**src/rtl/bed_pkg.sv**
```systemverilog
// Shared types and constants of the bounded edit distance block.
`default_nettype none

package bed_pkg;

  localparam int unsigned CHAR_W  = 8;
  localparam int unsigned BOUND_W = 5;
  localparam int unsigned DIST_W  = 6;

  localparam logic [BOUND_W-1:0] BOUND_RESET = 5'd3;
  localparam logic [DIST_W-1:0]  DIST_SAT    = 6'd63;

  typedef struct packed {
    logic [CHAR_W-1:0] left_char;
    logic              left_valid;
    logic [CHAR_W-1:0] right_char;
    logic              right_valid;
    logic              last;
  } in_item_t;

  typedef struct packed {
    logic [DIST_W-1:0] distance;
    logic              over_limit;
    logic              truncated;
  } out_item_t;

  // Control part of the row token moving along the cell chain.
  typedef struct packed {
    logic valid;
    logic last;
  } tok_ctl_t;

endpackage

`default_nettype wire

```
**src/rtl/bed_row_src.sv**
```systemverilog
// Left string buffer and row token source feeding the head of the cell chain.
`default_nettype none

module bed_row_src #(
  parameter int unsigned MAX_LEN = 32
) (
  input  wire logic                                               clk_i,
  input  wire logic                                               rst_ni,
  input  wire logic                                               wr_en_i,
  input  wire logic [((MAX_LEN > 1) ? $clog2(MAX_LEN) : 1)-1:0]   wr_addr_i,
  input  wire logic [bed_pkg::CHAR_W-1:0]                         wr_data_i,
  input  wire logic                                               start_i,
  input  wire logic [$clog2(MAX_LEN + 1)-1:0]                     n_i,
  output bed_pkg::tok_ctl_t                                       ctl_o,
  output logic      [bed_pkg::CHAR_W-1:0]                         char_o,
  output logic      [$clog2(MAX_LEN + 1)-1:0]                     row_o
);

  localparam int unsigned LW = $clog2(MAX_LEN + 1);
  localparam int unsigned AW = (MAX_LEN > 1) ? $clog2(MAX_LEN) : 1;

  logic [bed_pkg::CHAR_W-1:0] mem_q [MAX_LEN];
  logic [bed_pkg::CHAR_W-1:0] rd_data_q;
  logic                       busy_q;
  logic [LW-1:0]              iss_q;
  logic [LW-1:0]              row_q;
  bed_pkg::tok_ctl_t          ctl_q;
  logic [LW-1:0]              iss_nx;

  assign iss_nx = iss_q + LW'(1);

  always_ff @(posedge clk_i) begin
    if (wr_en_i) begin
      mem_q[wr_addr_i] <= wr_data_i;
    end
    rd_data_q <= mem_q[iss_q[AW-1:0]];
    row_q     <= iss_nx;
  end

  always_ff @(posedge clk_i or negedge rst_ni) begin
    if (!rst_ni) begin
      busy_q <= 1'b0;
      iss_q  <= '0;
      ctl_q  <= '0;
    end else begin
      ctl_q.valid <= busy_q;
      ctl_q.last  <= busy_q && (iss_nx == n_i);
      if (start_i) begin
        busy_q <= 1'b1;
        iss_q  <= '0;
      end else if (busy_q) begin
        iss_q <= iss_nx;
        if (iss_nx == n_i) begin
          busy_q <= 1'b0;
        end
      end
    end
  end

  assign ctl_o  = ctl_q;
  assign char_o = rd_data_q;
  assign row_o  = row_q;

endmodule

`default_nettype wire

```
**src/rtl/bed_cell.sv**
```systemverilog
// One column cell of the systolic edit distance array.
`default_nettype none

module bed_cell #(
  parameter int unsigned MAX_LEN = 32,
  parameter int unsigned COL     = 1
) (
  input  wire logic                             clk_i,
  input  wire logic                             rst_ni,
  input  wire logic                             wr_en_i,
  input  wire logic [bed_pkg::CHAR_W-1:0]       wr_data_i,
  input  wire logic                             init_i,
  input  wire logic [$clog2(MAX_LEN + 1)-1:0]   m_i,
  input  wire bed_pkg::tok_ctl_t                in_ctl_i,
  input  wire logic [bed_pkg::CHAR_W-1:0]       in_char_i,
  input  wire logic [$clog2(MAX_LEN + 1)-1:0]   in_left_i,
  input  wire logic [$clog2(MAX_LEN + 1)-1:0]   in_diag_i,
  input  wire logic [$clog2(MAX_LEN + 1)-1:0]   in_min_i,
  output bed_pkg::tok_ctl_t                     out_ctl_o,
  output logic      [bed_pkg::CHAR_W-1:0]       out_char_o,
  output logic      [$clog2(MAX_LEN + 1)-1:0]   out_left_o,
  output logic      [$clog2(MAX_LEN + 1)-1:0]   out_diag_o,
  output logic      [$clog2(MAX_LEN + 1)-1:0]   out_min_o
);

  localparam int unsigned LW = $clog2(MAX_LEN + 1);
  localparam logic [LW-1:0] COL_V = LW'(COL);

  logic [bed_pkg::CHAR_W-1:0] rch_q;
  logic [LW-1:0]              col_q;
  bed_pkg::tok_ctl_t          ctl_q;
  logic [bed_pkg::CHAR_W-1:0] char_q;
  logic [LW-1:0]              left_q;
  logic [LW-1:0]              diag_q;
  logic [LW-1:0]              min_q;

  logic          active;
  logic [LW:0]   up_c;
  logic [LW:0]   left_c;
  logic [LW:0]   diag_c;
  logic [LW:0]   best;
  logic [LW-1:0] val;

  assign active = (m_i >= COL_V);

  always_comb begin
    up_c   = {1'b0, col_q} + (LW+1)'(1);
    left_c = {1'b0, in_left_i} + (LW+1)'(1);
    diag_c = {1'b0, in_diag_i} + (LW+1)'(in_char_i != rch_q);
    best   = (up_c < left_c) ? up_c : left_c;
    best   = (diag_c < best) ? diag_c : best;
    // a cell value never exceeds MAX_LEN
    val    = best[LW-1:0];
  end

  always_ff @(posedge clk_i) begin
    if (wr_en_i) begin
      rch_q <= wr_data_i;
    end
    if (init_i) begin
      col_q <= COL_V;
    end else if (in_ctl_i.valid && active) begin
      col_q <= val;
    end
    char_q <= in_char_i;
    if (active) begin
      left_q <= val;
      diag_q <= col_q;
      min_q  <= (in_min_i < val) ? in_min_i : val;
    end else begin
      left_q <= in_left_i;
      diag_q <= in_diag_i;
      min_q  <= in_min_i;
    end
  end

  always_ff @(posedge clk_i or negedge rst_ni) begin
    if (!rst_ni) begin
      ctl_q <= '0;
    end else begin
      ctl_q <= in_ctl_i;
    end
  end

  assign out_ctl_o  = ctl_q;
  assign out_char_o = char_q;
  assign out_left_o = left_q;
  assign out_diag_o = diag_q;
  assign out_min_o  = min_q;

endmodule

`default_nettype wire

```
**src/rtl/bounded_edit_distance.sv**
```systemverilog
// Bounded Levenshtein distance: top level with loader, cell chain and result control.
//
// Input channel (in_valid_i / in_stall_o / in_item_i): one position of both strings
// per transaction, each byte with its own valid flag; last closes the pair. While
// loading, a transaction is taken every cycle. After last, in_stall_o stays high
// until the result has been placed in the output register.
// Output channel (out_valid_o / out_stall_i / out_item_o): one transaction per pair.
// The output register holds the result under stall while the next pair loads.
// After last, the result skips the cell chain when the length difference exceeds the
// bound or the first string is empty. Otherwise rows of the table enter the chain of
// MAX_LEN column cells one per cycle, and each row crosses the whole chain; the result
// is taken when the last row leaves the chain.
// Config: cfg_we_i writes the bound (cfg_data_i); write only while idle.
// Reset: lengths, truncation flag and bound (to 3) clear; the block is ready at once.
`default_nettype none

module bounded_edit_distance #(
  parameter int unsigned MAX_LEN = 32
) (
  input  wire logic                         clk_i,
  input  wire logic                         rst_ni,
  input  wire logic                         cfg_we_i,
  input  wire logic [bed_pkg::BOUND_W-1:0]  cfg_data_i,
  input  wire logic                         in_valid_i,
  output logic                              in_stall_o,
  input  wire bed_pkg::in_item_t            in_item_i,
  output logic                              out_valid_o,
  input  wire logic                         out_stall_i,
  output bed_pkg::out_item_t                out_item_o
);

  localparam int unsigned LW = $clog2(MAX_LEN + 1);
  localparam int unsigned AW = (MAX_LEN > 1) ? $clog2(MAX_LEN) : 1;
  localparam int unsigned EW = ((LW > bed_pkg::DIST_W) ? LW : bed_pkg::DIST_W) + 1;
  localparam logic [LW-1:0] LEN_MAX = LW'(MAX_LEN);

  typedef enum logic [1:0] {
    S_LOAD,
    S_START,
    S_RUN,
    S_DONE
  } state_e;

  state_e                        state_q;
  logic [bed_pkg::BOUND_W-1:0]   bound_q;
  logic [LW-1:0]                 llen_q;
  logic [LW-1:0]                 rlen_q;
  logic                          cut_q;
  logic [EW-1:0]                 pend_q;
  logic                          out_valid_q;
  bed_pkg::out_item_t            out_q;

  logic          in_acc;
  logic          ld_left;
  logic          ld_right;
  logic          start;
  logic [EW-1:0] n_e;
  logic [EW-1:0] m_e;
  logic [EW-1:0] b_e;
  logic [EW-1:0] b_plus;
  logic          diff_over;
  logic          can_emit;

  bed_pkg::tok_ctl_t          ctl_w  [MAX_LEN+1];
  logic [bed_pkg::CHAR_W-1:0] char_w [MAX_LEN+1];
  logic [LW-1:0]              left_w [MAX_LEN+1];
  logic [LW-1:0]              diag_w [MAX_LEN+1];
  logic [LW-1:0]              min_w  [MAX_LEN+1];
  logic [LW-1:0]              src_row;

  assign in_stall_o = (state_q != S_LOAD);
  assign in_acc     = in_valid_i && !in_stall_o;
  assign ld_left    = in_acc && in_item_i.left_valid && (llen_q < LEN_MAX);
  assign ld_right   = in_acc && in_item_i.right_valid && (rlen_q < LEN_MAX);

  assign n_e       = EW'(llen_q);
  assign m_e       = EW'(rlen_q);
  assign b_e       = EW'(bound_q);
  assign b_plus    = b_e + EW'(1);
  assign diff_over = (n_e > m_e + b_e) || (m_e > n_e + b_e);
  assign start     = (state_q == S_START) && !diff_over && (llen_q != '0);
  assign can_emit  = !out_valid_q || !out_stall_i;

  always_ff @(posedge clk_i or negedge rst_ni) begin
    if (!rst_ni) begin
      bound_q <= bed_pkg::BOUND_RESET;
    end else if (cfg_we_i) begin
      bound_q <= cfg_data_i;
    end
  end

  bed_row_src #(
    .MAX_LEN (MAX_LEN)
  ) u_src (
    .clk_i     (clk_i),
    .rst_ni    (rst_ni),
    .wr_en_i   (ld_left),
    .wr_addr_i (llen_q[AW-1:0]),
    .wr_data_i (in_item_i.left_char),
    .start_i   (start),
    .n_i       (llen_q),
    .ctl_o     (ctl_w[0]),
    .char_o    (char_w[0]),
    .row_o     (src_row)
  );

  // Column zero of the table: D[r][0] = r.
  assign left_w[0] = src_row;
  assign diag_w[0] = src_row - LW'(1);
  assign min_w[0]  = src_row;

  for (genvar j = 0; j < MAX_LEN; j++) begin : g_cell
    bed_cell #(
      .MAX_LEN (MAX_LEN),
      .COL     (j + 1)
    ) u_cell (
      .clk_i      (clk_i),
      .rst_ni     (rst_ni),
      .wr_en_i    (ld_right && (rlen_q[AW-1:0] == AW'(j))),
      .wr_data_i  (in_item_i.right_char),
      .init_i     (start),
      .m_i        (rlen_q),
      .in_ctl_i   (ctl_w[j]),
      .in_char_i  (char_w[j]),
      .in_left_i  (left_w[j]),
      .in_diag_i  (diag_w[j]),
      .in_min_i   (min_w[j]),
      .out_ctl_o  (ctl_w[j+1]),
      .out_char_o (char_w[j+1]),
      .out_left_o (left_w[j+1]),
      .out_diag_o (diag_w[j+1]),
      .out_min_o  (min_w[j+1])
    );
  end

  always_ff @(posedge clk_i or negedge rst_ni) begin
    if (!rst_ni) begin
      state_q     <= S_LOAD;
      llen_q      <= '0;
      rlen_q      <= '0;
      cut_q       <= 1'b0;
      pend_q      <= '0;
      out_valid_q <= 1'b0;
      out_q       <= '0;
    end else begin
      if (out_valid_q && !out_stall_i && (state_q != S_DONE)) begin
        out_valid_q <= 1'b0;
      end
      case (state_q)
        S_LOAD: begin
          if (in_acc) begin
            if (ld_left) begin
              llen_q <= llen_q + LW'(1);
            end
            if (ld_right) begin
              rlen_q <= rlen_q + LW'(1);
            end
            if ((in_item_i.left_valid && !ld_left) ||
                (in_item_i.right_valid && !ld_right)) begin
              cut_q <= 1'b1;
            end
            if (in_item_i.last) begin
              state_q <= S_START;
            end
          end
        end
        S_START: begin
          if (diff_over) begin
            pend_q  <= b_plus;
            state_q <= S_DONE;
          end else if (llen_q == '0) begin
            pend_q  <= m_e;
            state_q <= S_DONE;
          end else begin
            state_q <= S_RUN;
          end
        end
        S_RUN: begin
          // row minima never decrease, so the last row decides the early exit
          if (ctl_w[MAX_LEN].valid && ctl_w[MAX_LEN].last) begin
            pend_q  <= (EW'(min_w[MAX_LEN]) > b_e) ? b_plus : EW'(left_w[MAX_LEN]);
            state_q <= S_DONE;
          end
        end
        S_DONE: begin
          if (can_emit) begin
            out_valid_q      <= 1'b1;
            out_q.distance   <= (pend_q > EW'(bed_pkg::DIST_SAT)) ? bed_pkg::DIST_SAT
                                                                  : pend_q[bed_pkg::DIST_W-1:0];
            out_q.over_limit <= (pend_q > b_e);
            out_q.truncated  <= cut_q;
            llen_q           <= '0;
            rlen_q           <= '0;
            cut_q            <= 1'b0;
            state_q          <= S_LOAD;
          end
        end
        default: begin
          state_q <= S_LOAD;
        end
      endcase
    end
  end

  assign out_valid_o = out_valid_q;
  assign out_item_o  = out_q;

endmodule

`default_nettype wire

```
**config.mk**
```make
export PLATFORM = sky130hd
export DESIGN_NAME = bounded_edit_distance
export DESIGN_NICKNAME = d
export VERILOG_FILES = /design/src/rtl/bed_pkg.sv /design/src/rtl/bed_row_src.sv /design/src/rtl/bed_cell.sv /design/src/rtl/bounded_edit_distance.sv
export SDC_FILE = /design/constraint.sdc
export NUM_CORES = 2
export LEC_CHECK = 0
export ABC_AREA = 1
export BUFFER_PORTS_ARGS = -buffer_cell sky130_fd_sc_hd__buf_4
export CAP_MARGIN = 15
export CORE_AREA = 5 5 453 455
export CTS_BUF_LIST = sky130_fd_sc_hd__clkbuf_8 sky130_fd_sc_hd__clkbuf_16
export CTS_CLUSTER_DIAMETER = 150
export CTS_CLUSTER_SIZE = 20
export DETAILED_ROUTE_END_ITERATION = 10
export DIE_AREA = 0 0 458 460
export RECOVER_POWER = 25
export SYNTH_ARGS = -nofsm -noshare
export SYNTH_HDL_FRONTEND = slang
export SYNTH_HIERARCHICAL = 1
export SYNTH_SLANG_ARGS = --single-unit
export TNS_END_PERCENT = 30
```
**constraint.sdc**
```tcl
create_clock -name clk_i -period 6.4 [get_ports clk_i]
set_clock_uncertainty 0.05 [all_clocks]
set_input_delay 0.32 -clock clk_i [delete_from_list [all_inputs] [get_ports clk_i]]
set_output_delay 0.32 -clock clk_i [all_outputs]
set_load 0.05 [all_outputs]
```
==> metrics.csv <==
stage,metric,value,unit
run_status,violated checks,"capacitance limit, slew limit",
critical_path,largest fanout on the critical path,11,
critical_path,Worst EP required,6.99,ns
timing,fin crit period,4.993,ns
synth,Synth Cell Area,89550,sq um
global_routing,grt ovf,0,
synth,Ys Warns,6,
routing,Initial DRC Count,5172,
routing,Post-Route WL,230.0,mm
flow_run,Max-Cap Viols,8,
floorplan,row count,165,
global_routing,first-pass GRT wire length,364.7,mm
floorplan,Initial Util,44.58,%
floorplan,Die X-Extent,458,um
critical_path,Worst setup SP type,flip-flop,
routing,drt wl/cell,16.82,um
global_routing,initial antenna violation count,10,
timing,final period utilization,78.02,%
min_path,worst hold-check path type,primary input to flip-flop,
floorplan,die area,210700,sq um
critical_path,"Arr. time, crit path",5.58,ns
timing,RSZ-0062 raised after global routing,no,
timing,Final Max Slew Viols,231,
place,Port-buffer cells,38,
floorplan,I/O pins,39,
finish,fillers,19560,
critical_path,Crit path max-delay family,simple AND/OR/NAND/NOR gates,
clock_tree,clock sinks,1644,
routing,drc violations,0,
clock_tree,CTS root buffer,clkbuf_16,
floorplan,Die Ht,460,um
clock_tree,TritonCTS buffer count,92,
finish,nets,11520,
finish,final cell count without fillers,13680,
clock_tree,Longest Clk Path Bufs,3,
critical_path,crit end category,flip-flop,
timing,Max Freq,0.2003,GHz
timing,setup TNS,0,ns
clock_tree,CTS tree,done,
critical_path,Buffers & Inverters on Critical Path,2,
place,placed insts,13490,
timing,Final Hold Viols,0,
timing,final setup fails,0,
critical_path,"slowest stage delay, CP",0.51,ns
synth,"Avg Cell Area, Syn",8.156,sq um
critical_path,crit-path most repeated cell,nand2_1,
routing,DR vias/cell,5.140,
routing,drt pass-1 iters,6,
routing,post-route ant nets,0,
clock_tree,H-tree levels,3,
critical_path,Crit Path Class,flip-flop to flip-flop,
global_routing,vias in the first global route,67190,
global_routing,largest net degree at the start of global routing,91,
synth,syn_nets,11570,
timing,Slew headroom,-59.70,%
finish,share of cells above drive strength 1,10.05,%
critical_path,CP max stage cell,o21ai_1,
run_status,status,"complete, but fails checks",
synth,Post-Syn Instances,10980,
place,GP Congestion,0.8996,
clock_tree,Clock Pin Slew Worst Setup and Hold Paths,0.08,ns
place,hpwl dp,172.2,mm
global_routing,Tot GR Track Use,21.31,%
timing,Worst-Margin Slew,2.396,ns
clock_tree,"Clk Latency, worst-skew pair",0.75,ns
floorplan,area of the core,200900,sq um
finish,Area Growth Syn to Fin,5.856,%
routing,via count,70300,
==> final timing paths <==
check / endpoint / depth (start not counted) / slack [ns] / start
hold reg to reg: g_cell[12].u_cell/out_ctl_o[0] / 0 / 0.30 / g_cell[11].u_cell/out_ctl_o[0]
max in group asynchronous: u_src/iss_q[0] / 3 / 4.70 / rst_ni
min in group asynchronous: g_cell[28].u_cell/out_ctl_o[1] / 2 / 0.14 / rst_ni
setup / recovery: g_cell[14].u_cell/out_min_o[1] / 27 / 1.41 / g_cell[14].u_cell/col_q[0]
setup reg to reg: g_cell[14].u_cell/out_min_o[1] / 27 / 1.41 / g_cell[14].u_cell/col_q[0]
hold / removal: cut_q / 4 / 0.09 / in_valid_i
==> layout make-up <==
class,instances,area [sq um],area share [%]
inverter,1433,5388,5.684
antenna,3,7.507,0.007920
sequential,1644,38590,40.71
clock inverter,68,344.1,0.3630
timing repair buffer,89,699.4,0.7378
clock buffer,94,2352,2.481
tap,2672,3343,3.527
multi-input combinational,7673,44070,46.49
==> flip-flops by register name, indices dropped and copies added (netlist names) <==
name                      cells
g_cell.u_cell/out_min_o     192
g_cell.u_cell/rch_q         256
u_src/busy_q                  1
state_q                       2
g_cell.u_cell/out_ctl_o      64
g_cell.u_cell/out_char_o    248
u_src/ctl_o                   2
u_src/iss_q                   6
llen_q                        6
g_cell.u_cell/out_left_o    192
u_src/mem_q                 256
g_cell.u_cell/out_diag_o    186
bound_q                       5
rlen_q                        6
pend_q                        6
u_src/char_o                  8
u_src/row_o                   6
out_item_o                    8
cut_q                         1
out_valid_o                   1
g_cell.u_cell/col_q         192
==> per-layer routing <==
| layer | global-route usage [%] | share of wire [%] | up-vias |
|---|---|---|---|
| met3 | 2.196 | 4.4 | 316 |
| li1 | - | - | 35550 |
| met4 | 5.417 | 2.8 | 10 |
| met1 | 28.90 | 46 | 32870 |
| met5 | 0 | 0.024 | - |
| met2 | 36.49 | 47 | 1554 |
==> what timing repair did <==
action | CTS | global route
hold buffers | 20 | 1
resized for setup | 0 | 0
setup buffers | 0 | 0
endpoints found under the hold margin | 381 | 1
==> placed cells by master (no fill, tap or decap), types with 52 or more instances in the layout <==
cell / instances
o21ai_2: 76
nor2_2: 65
inv_2: 52
buf_4: 56
dfrtp_1: 99
inv_1: 1403
xor2_1: 378
o21ai_0: 563
nand2_1: 2767
nand3_2: 139
nand2_2: 354
a21oi_1: 290
xnor2_1: 87
nand4_1: 119
edfxtp_1: 512
nand3_1: 1054
nand2_4: 141
o21ai_1: 163
nor2_1: 584
ha_1: 560
clkbuf_16: 94
dfxtp_1: 1024
==> metrics by stage <==
| stage | area [sq um] | utilization, % | hold WS (ns) | setup slack [ns] |
|---|---|---|---|---|
| after detailed placement | 91920 | 45.76 | 0.2863 | 1.510 |
| after CTS | 94810 | 47.20 | 0.0004449 | 1.484 |
| after floorplan | 89550 | - | -0.02559 | 0.5023 |
| after global placement | 91920 | 45.76 | 0.2823 | 1.552 |
| final | 94790 | 47.19 | 0.08712 | 1.407 |
| after global routing | 94790 | 47.19 | 0.04655 | 0.9980 |
==> tightest hold or removal path, cell delays in order <==
cell     delay (ns)
buf_4          0.15
o21ai_2        0.11
a21oi_1        0.16
o21ai_0        0.09
Power is left out: the tool's default activity adds up to more than one toggle a clock period on the data nets, which glitch-free logic cannot reach.
